===== src/sv/u2u_pkg.sv =====
// Shared constants and types for the UTF-8 to UTF-16 transcoder.
`timescale 1ns / 1ps

package u2u_pkg;

  localparam int          MaxUnits  = 4;
  localparam logic [15:0] REPL_UNIT = 16'hFFFD;
  localparam logic [5:0]  HI_SURR   = 6'b110110;  // 0xD800 >> 10
  localparam logic [5:0]  LO_SURR   = 6'b110111;  // 0xDC00 >> 10
  localparam logic [20:0] MIN_2B    = 21'h000080;
  localparam logic [20:0] MIN_3B    = 21'h000800;
  localparam logic [20:0] MIN_4B    = 21'h010000;
  localparam logic [20:0] MAX_CP    = 21'h10FFFF;
  localparam logic [20:0] SURR_LO   = 21'h00D800;
  localparam logic [20:0] SURR_HI   = 21'h00DFFF;

  // Units produced by one input byte, handed from the decoder to the output buffer.
  typedef struct packed {
    logic [MaxUnits-1:0][15:0] unit;
    logic [MaxUnits-1:0]       rep;
    logic [2:0]                cnt;
    logic                      last;
  } u2u_list_t;

endpackage


===== src/sv/u2u_dec.sv =====
// Byte decoder: sequence state and the list of code units for one byte.
`timescale 1ns / 1ps

module u2u_dec (
  input  logic               clk,
  input  logic               rst_n,
  input  logic               load,
  input  logic [7:0]         in_byte,
  input  logic               in_last,
  output u2u_pkg::u2u_list_t lst
);
  import u2u_pkg::*;

  typedef struct packed {
    logic        emit;
    logic [15:0] unit;
    logic        rep;
    logic        open;
    logic [1:0]  need;
    logic [20:0] bits;
  } fresh_t;

  logic [1:0]  need_r, need_nxt;
  logic [1:0]  have_r, have_nxt;
  logic [20:0] acc_r, acc_nxt;

  fresh_t      fr;
  logic [2:0]  n;
  logic [1:0]  have_inc;
  logic [20:0] acc_ext;
  logic [19:0] v;
  logic        bad;
  logic        take_fresh;

  // Decode a byte as if no sequence were open.
  function automatic fresh_t fresh_f(input logic [7:0] b, input logic last);
    fresh_t f;
    f = '0;
    if (b[7] == 1'b0) begin
      f.emit = 1'b1;
      f.unit = {8'h00, b};
    end else begin
      if (b[7:5] == 3'b110) begin
        f.need = 2'd1;
        f.bits = {16'h0000, b[4:0]};
      end else if (b[7:4] == 4'b1110) begin
        f.need = 2'd2;
        f.bits = {17'h00000, b[3:0]};
      end else if (b[7:3] == 5'b11110) begin
        f.need = 2'd3;
        f.bits = {18'h00000, b[2:0]};
      end
      // stray continuation, invalid lead, or a lead cut by the string end
      if (f.need == 2'd0 || last) begin
        f.emit = 1'b1;
        f.unit = REPL_UNIT;
        f.rep  = 1'b1;
        f.need = 2'd0;
      end else begin
        f.open = 1'b1;
      end
    end
    return f;
  endfunction

  always_comb begin
    lst        = '0;
    lst.last   = in_last;
    n          = 3'd0;
    need_nxt   = need_r;
    have_nxt   = have_r;
    acc_nxt    = acc_r;
    fr         = fresh_f(in_byte, in_last);
    take_fresh = 1'b0;
    have_inc   = have_r + 2'd1;
    acc_ext    = {acc_r[14:0], in_byte[5:0]};
    v          = 20'(acc_ext - MIN_4B);
    bad        = 1'b0;

    case (need_r)
      2'd1:    bad = acc_ext < MIN_2B;
      2'd2:    bad = acc_ext < MIN_3B || (acc_ext >= SURR_LO && acc_ext <= SURR_HI);
      default: bad = acc_ext < MIN_4B || acc_ext > MAX_CP;
    endcase

    if (need_r != 2'd0) begin
      if (in_byte[7:6] == 2'b10) begin
        if (have_inc >= need_r) begin
          need_nxt = 2'd0;
          have_nxt = 2'd0;
          acc_nxt  = '0;
          if (bad) begin
            lst.unit[0] = REPL_UNIT;
            lst.rep[0]  = 1'b1;
            n           = 3'd1;
          end else if (acc_ext > 21'h00FFFF) begin
            lst.unit[0] = {HI_SURR, v[19:10]};
            lst.unit[1] = {LO_SURR, v[9:0]};
            n           = 3'd2;
          end else begin
            lst.unit[0] = acc_ext[15:0];
            n           = 3'd1;
          end
        end else if (in_last) begin
          // lead plus every continuation held, including this one
          for (int i = 0; i < MaxUnits; i++) begin
            if (3'(i) <= {1'b0, have_inc}) begin
              lst.unit[i] = REPL_UNIT;
              lst.rep[i]  = 1'b1;
            end
          end
          n        = {1'b0, have_inc} + 3'd1;
          need_nxt = 2'd0;
          have_nxt = 2'd0;
          acc_nxt  = '0;
        end else begin
          have_nxt = have_inc;
          acc_nxt  = acc_ext;
        end
      end else begin
        // broken sequence: flush, then treat the byte as fresh
        for (int i = 0; i < MaxUnits; i++) begin
          if (3'(i) <= {1'b0, have_r}) begin
            lst.unit[i] = REPL_UNIT;
            lst.rep[i]  = 1'b1;
          end
        end
        n          = {1'b0, have_r} + 3'd1;
        need_nxt   = 2'd0;
        have_nxt   = 2'd0;
        acc_nxt    = '0;
        take_fresh = 1'b1;
      end
    end else begin
      take_fresh = 1'b1;
    end

    if (take_fresh) begin
      if (fr.emit) begin
        lst.unit[n[1:0]] = fr.unit;
        lst.rep[n[1:0]]  = fr.rep;
        n                = n + 3'd1;
      end
      if (fr.open) begin
        need_nxt = fr.need;
        have_nxt = 2'd0;
        acc_nxt  = fr.bits;
      end
    end
    lst.cnt = n;
  end

  always_ff @(posedge clk) begin
    if (!rst_n) begin
      need_r <= 2'd0;
      have_r <= 2'd0;
      acc_r  <= '0;
    end else if (load) begin
      need_r <= need_nxt;
      have_r <= have_nxt;
      acc_r  <= acc_nxt;
    end
  end

  a_have_below_need: assert property (@(posedge clk) disable iff (!rst_n)
    (need_r == 2'd0 && have_r == 2'd0) || (have_r < need_r))
    else $error("held continuation count not below sequence length");

  a_last_closes: assert property (@(posedge clk) disable iff (!rst_n)
    (load && in_last) |=> (need_r == 2'd0))
    else $error("sequence left open after the final byte");

  a_last_emits: assert property (@(posedge clk) disable iff (!rst_n)
    (load && in_last) |-> (lst.cnt != 3'd0))
    else $error("final byte produced no unit");

endmodule


===== src/sv/u2u_obuf.sv =====
// Output buffer: holds a byte's units, sends one per cycle unless out_tready is low.
`timescale 1ns / 1ps

module u2u_obuf (
  input  logic               clk,
  input  logic               rst_n,
  input  logic               load,
  input  u2u_pkg::u2u_list_t lst,
  output logic               free,
  output logic               out_tvalid,
  input  logic               out_tready,
  output logic [23:0]        out_tdata,  // [15:0] code_unit, [16] replaced, zero fill
  output logic               out_tlast,  // run_last
  output logic               out_tuser   // string_end
);
  import u2u_pkg::*;

  u2u_list_t  lst_r;
  logic [2:0] rem_r;
  logic [1:0] idx_r;

  assign out_tvalid = rem_r != 3'd0;
  // buffer can take a new list when empty or once its final unit leaves this cycle
  assign free       = (rem_r == 3'd0) || (rem_r == 3'd1 && out_tready);
  assign out_tdata  = {7'b0, lst_r.rep[idx_r], lst_r.unit[idx_r]};
  assign out_tlast  = rem_r == 3'd1;
  assign out_tuser  = (rem_r == 3'd1) && lst_r.last;

  always_ff @(posedge clk) begin
    if (!rst_n) begin
      rem_r <= 3'd0;
      idx_r <= 2'd0;
    end else if (load) begin
      rem_r <= lst.cnt;
      idx_r <= 2'd0;
    end else if (out_tvalid && out_tready) begin
      rem_r <= rem_r - 3'd1;
      idx_r <= idx_r + 2'd1;
    end
  end

  always_ff @(posedge clk) begin
    if (load) begin
      lst_r <= lst;
    end
  end

  a_no_overrun: assert property (@(posedge clk) disable iff (!rst_n)
    ({1'b0, idx_r} + {1'b0, rem_r}) <= 4'(MaxUnits))
    else $error("read index ran past the stored units");

  a_load_when_free: assert property (@(posedge clk) disable iff (!rst_n)
    load |-> free)
    else $error("list loaded over pending units");

endmodule


===== src/sv/utf8_to_utf16_transcoder_unit.sv =====
// Top level of the UTF-8 to UTF-16 transcoder.
//
//   channel  dir  tdata                          tlast       tuser
//   in_      in   [7:0] in_byte                  in_last     -
//   out_     out  [15:0] code_unit, [16] replaced run_last   string_end
//
// One byte per cycle when each byte yields at most one unit and out_tready is
// high; a byte that yields more units holds the input while the output buffer
// drains them. Path: input register, then decode into the output buffer.
// A stall on out_tready backs up through the buffer and the input register.
// Reset is synchronous, active low, and closes any open sequence.
`timescale 1ns / 1ps

module utf8_to_utf16_transcoder_unit (
  input  logic        clk,
  input  logic        rst_n,
  input  logic        in_tvalid,
  output logic        in_tready,
  input  logic [7:0]  in_tdata,   // [7:0] in_byte
  input  logic        in_tlast,   // in_last
  output logic        out_tvalid,
  input  logic        out_tready,
  output logic [23:0] out_tdata,  // [15:0] code_unit, [16] replaced, zero fill
  output logic        out_tlast,  // run_last
  output logic        out_tuser   // string_end
);
  import u2u_pkg::*;

  logic       in_vld_r;
  logic [7:0] in_byte_r;
  logic       in_last_r;
  logic       free;
  logic       load;
  u2u_list_t  lst;

  assign load      = in_vld_r && free;
  assign in_tready = !in_vld_r || load;

  always_ff @(posedge clk) begin
    if (!rst_n) begin
      in_vld_r <= 1'b0;
    end else if (in_tready) begin
      in_vld_r <= in_tvalid;
    end
  end

  always_ff @(posedge clk) begin
    if (in_tready && in_tvalid) begin
      in_byte_r <= in_tdata;
      in_last_r <= in_tlast;
    end
  end

  u2u_dec u_dec (
    .clk     (clk),
    .rst_n   (rst_n),
    .load    (load),
    .in_byte (in_byte_r),
    .in_last (in_last_r),
    .lst     (lst)
  );

  u2u_obuf u_obuf (
    .clk        (clk),
    .rst_n      (rst_n),
    .load       (load),
    .lst        (lst),
    .free       (free),
    .out_tvalid (out_tvalid),
    .out_tready (out_tready),
    .out_tdata  (out_tdata),
    .out_tlast  (out_tlast),
    .out_tuser  (out_tuser)
  );

endmodule


===== config.mk =====
export PLATFORM = sky130hd
export DESIGN_NAME = utf8_to_utf16_transcoder_unit
export DESIGN_NICKNAME = d
export VERILOG_FILES = /design/src/sv/u2u_pkg.sv /design/src/sv/u2u_dec.sv /design/src/sv/u2u_obuf.sv /design/src/sv/utf8_to_utf16_transcoder_unit.sv
export SDC_FILE = /design/constraint.sdc
export NUM_CORES = 1
export LEC_CHECK = 0
export ABC_AREA = 1
export BUFFER_PORTS_ARGS = -buffer_cell sky130_fd_sc_hd__buf_2
export CORE_AREA = 3 3 159 161
export DETAILED_ROUTE_END_ITERATION = 16
export DIE_AREA = 0 0 162 164
export SYNTH_ARGS = -nofsm -noshare
export SYNTH_HDL_FRONTEND = slang
export SYNTH_HIERARCHICAL = 1
export SYNTH_SLANG_ARGS = --single-unit

===== constraint.sdc =====
create_clock -name clk -period 4.8 [get_ports clk]
set_input_delay 0.48 -clock clk [delete_from_list [all_inputs] [get_ports clk]]
set_output_delay 0.48 -clock clk [all_outputs]
set_load 0.03 [all_outputs]

==> run_results.csv <==
group,metric,value,unit
outcome,status,"completed",
routing,wl_met1,6.70,mm
clocking,cts_resized,0,
layout,area_delta_synth_final,9.40,%
floorplan,die_w,162,um
routing,met2_length,6.92,mm
min_path,min_path_type,"input pin to flop",
clocking,clock-sinks,103,
routing,maxUsedRoutingLayer,"met4",
routing,dr_wl_met3,867,um
clocking,cts_buffers,9,
grt,grt_pass1_wl,23.8,mm
grt,grt_max_degree,51,
clocking,cts_root_buf,"clkbuf_16",
layout,multi_input_area,2480,um^2
grt,gr-total-overflow,0,
synthesis,yosysSeqAreaShare,0.475,
floorplan,start_util,0.248,
synthesis,synth_cells,679,
clocking,post_cts_buffers,0,
synthesis,synthArstFlopShare,0,
layout,layout.nets,711,
setup_path,path_cells,"inv_1 > ha_1 > ha_1 > a21oi_1 > nand2_1 > nand2_1 > o21ai_0 > nand2_1 > nand2_1 > inv_1 > ha_1 > nand2_1 > o21ai_0 > o21ai_0",
setup_path,cp_data_arrival_time,3510,ps
setup_path,endpoint_kind,"flop",
setup_path,cp_slowest_stage_delay,490,ps
grt,antenna_found_initial,0,
routing,vias,4553,
synthesis,synthesis.area,5990,um^2
setup_path,critPathMostFrequentCell,"nand2_1",
flow_run,cap_violations,0,
floorplan,core,24100,um^2
power_and_ir_drop,peakVddDrop,0.199,mV
setup_path,cp_slowest_cell,"dfxtp_1",
clocking,worstSkewPairLatency,360,ps
synthesis,ys.flop_type,"edfxtp_1",
floorplan,ioPinCount,41,
setup_path,worst-path-max-fanout,8,
clocking,cts_buffer_depth,2,
sta,max_freq,0.290,GHz
synthesis,avgSynthCellArea,8.82,um^2
synthesis,synthTopCellsByCount,"nand2_1 (124), edfxtp_1 (78), nor2_1 (76)",
synthesis,synth-edff-count,78,
floorplan,num_rows,57,
layout,nFillCells,2594,
sta,worstMarginPinSlew,1070,ps
setup_path,startpoint_type,"flop",
clocking,clk_pin_slew,70,ps
layout,layout.area.seq,2840,um^2
layout,postLayoutCellArea,6550,um^2
synthesis,synth_warnings,6,
sta,setup_viol,0,
synthesis,yosysUniqueCellTypes,49,
routing,routedWlPerCell,14.7,um
sta,rsz0062_at_grt,"false",
routing,ant_nets,0,
place,placed_cell_area,6230,um^2
sta,fin_crit_sh,0.718,
routing,drt_first_pass_iters,5,
synthesis,synth.top_cell.area_share,0.391,
floorplan,die_h,164,um
grt,first_global_vias,4364,
sta,setup_tns,0,ps
clocking,htree_levels,3,
synthesis,yosysMostFrequentCell,"nand2_1",
power_and_ir_drop,p_leak,0.00260,uW
layout,drive_gt1_frac,0.172,
grt,grt_util_all_layers,0.115,
sta,drv_slew,0,
setup_path,required,4860,ps
routing,drt-total-wl,14.8,mm
sta,fin_crit,3450,ps
sta,fin_skew,7.29,ps
routing,via_per_inst,4.51,
sta,slew-limit-headroom,0.286,
synthesis,ys_ff_latch,103,
synthesis,yosysTopAreaCell,"edfxtp_1",
place,numPortBuffers,33,
setup_path,path_class,"flop to flop",
floorplan,die-area,26600,um^2
routing,drtIter0Drc,380,
clocking,hold_buffers,0,
routing,drc,0,
place,routabilityCongestion,0.916,
place,hpwlAfterDp,10.6,mm
power_and_ir_drop,p_per_area,418,nW/um^2
clocking,cts_tree,"done",
sta,hold_viol_final,0,
layout,diodes,0,
synthesis,synth_area_leaders,"edfxtp_1 (39%), dfxtp_1 (8.4%), nand2_1 (7.8%), o21ai_0 (5.4%), nor2_1 (4.8%)",
-- routing by layer --
layer	up-vias	GRT usage
met5	-	0
met3	22	0.0318
met4	0	0.0384
met2	128	0.185
met1	2145	0.149
li1	2258	-
-- final timing paths --
check,cells after the start,from,endpoint,slack (ps)
min reg2reg,2,u_dec/acc_r[2]$_SDFFE_PN0P_,u_dec/acc_r[8]$_SDFFE_PN0P_,490
max reg2reg,14,u_dec/have_r[0]$_SDFFE_PN0P_,u_obuf/lst_r[60]$_DFFE_PP_,1350
min,1,in_tdata[4],in_byte_r[4]$_DFFE_PP_,290
max,14,u_dec/have_r[0]$_SDFFE_PN0P_,u_obuf/lst_r[60]$_DFFE_PP_,1350
-- critical path, delay by kind of cell (launching register included) --
kind | cells | cell delay [ps]
simple gates | 5 | 500
flops | 1 | 490
fa+ha+maj | 3 | 890
compound gates | 4 | 1060
buf+inv | 2 | 210
-- kinds of logic (layout without fill, tap and decap cells) --
logic type / count (synthesis) / count (layout) / synth area share
AOI/OAI and AO/OA: 164 / 164 / 0.173
xor gates and xnor gates: 4 / 4 / 0.00585
adders and majority gates: 17 / 17 / 0.0355
buffers and inverters: 130 / 131 / 0.114
DFF: 103 / 103 / 0.475
other: 1 / 7 / 0.000626
and+or+nand+nor: 260 / 260 / 0.196
-- metrics by stage --
step / utilization / hold slack (ps) / std cells / setup WS (ps) / total power, uW
6_report: 0.272 / 294 / 1010 / 1350 / 2740
5_1_grt: 0.272 / 278 / 1010 / 1030 / 2890
3_5_place_dp: 0.258 / 482 / 994 / 1440 / 1960
3_3_place_gp: 0.258 / 479 / 994 / 1490 / 1960
4_1_cts: 0.272 / 279 / 1010 / 1390 / 2770
2_1_floorplan: - / 454 / 685 / 985 / 1780
-- state kept, by name, indices dropped and copies added (netlist names) --
name          flops
in_byte_r         8
u_dec/need_r      2
u_obuf/idx_r      2
u_obuf/rem_r      3
u_dec/acc_r      15
u_obuf/lst_r     69
in_last_r         1
u_dec/have_r      2
in_vld_r          1
-- report_power, final --
group / leakage, uW / total, uW / switching (uW) / internal [uW]
Sequential: 0.000947 / 1190 / 72.8 / 1120
Clock: 0.000158 / 806 / 343 / 463
Combinational: 0.00149 / 741 / 540 / 201
-- final cells by class --
class	instances	share of cell area
sequential	103	0.434
multi-input combinational	452	0.379
tap	324	0.0619
inverter	80	0.0477
clock buffer	9	0.0344
timing repair buffer	35	0.0275
clock inverter	7	0.0155
-- layout by cell type (no fill, tap or decap), drive strengths merged, types with 3 or more instances in the layout --
cell type	n
o31ai	3
o221ai	3
nand4	4
dfxtp	25
a31oi	3
o22ai	18
edfxtp	78
nor2	81
o21bai	8
buf	35
a21oi	25
nor3	8
clkbuf	9
nand2	142
nand3	20
o21ai	93
ha	17
o211ai	11
inv	82
conb	7
No activity file was read; power rests on OpenSTA's default activity.
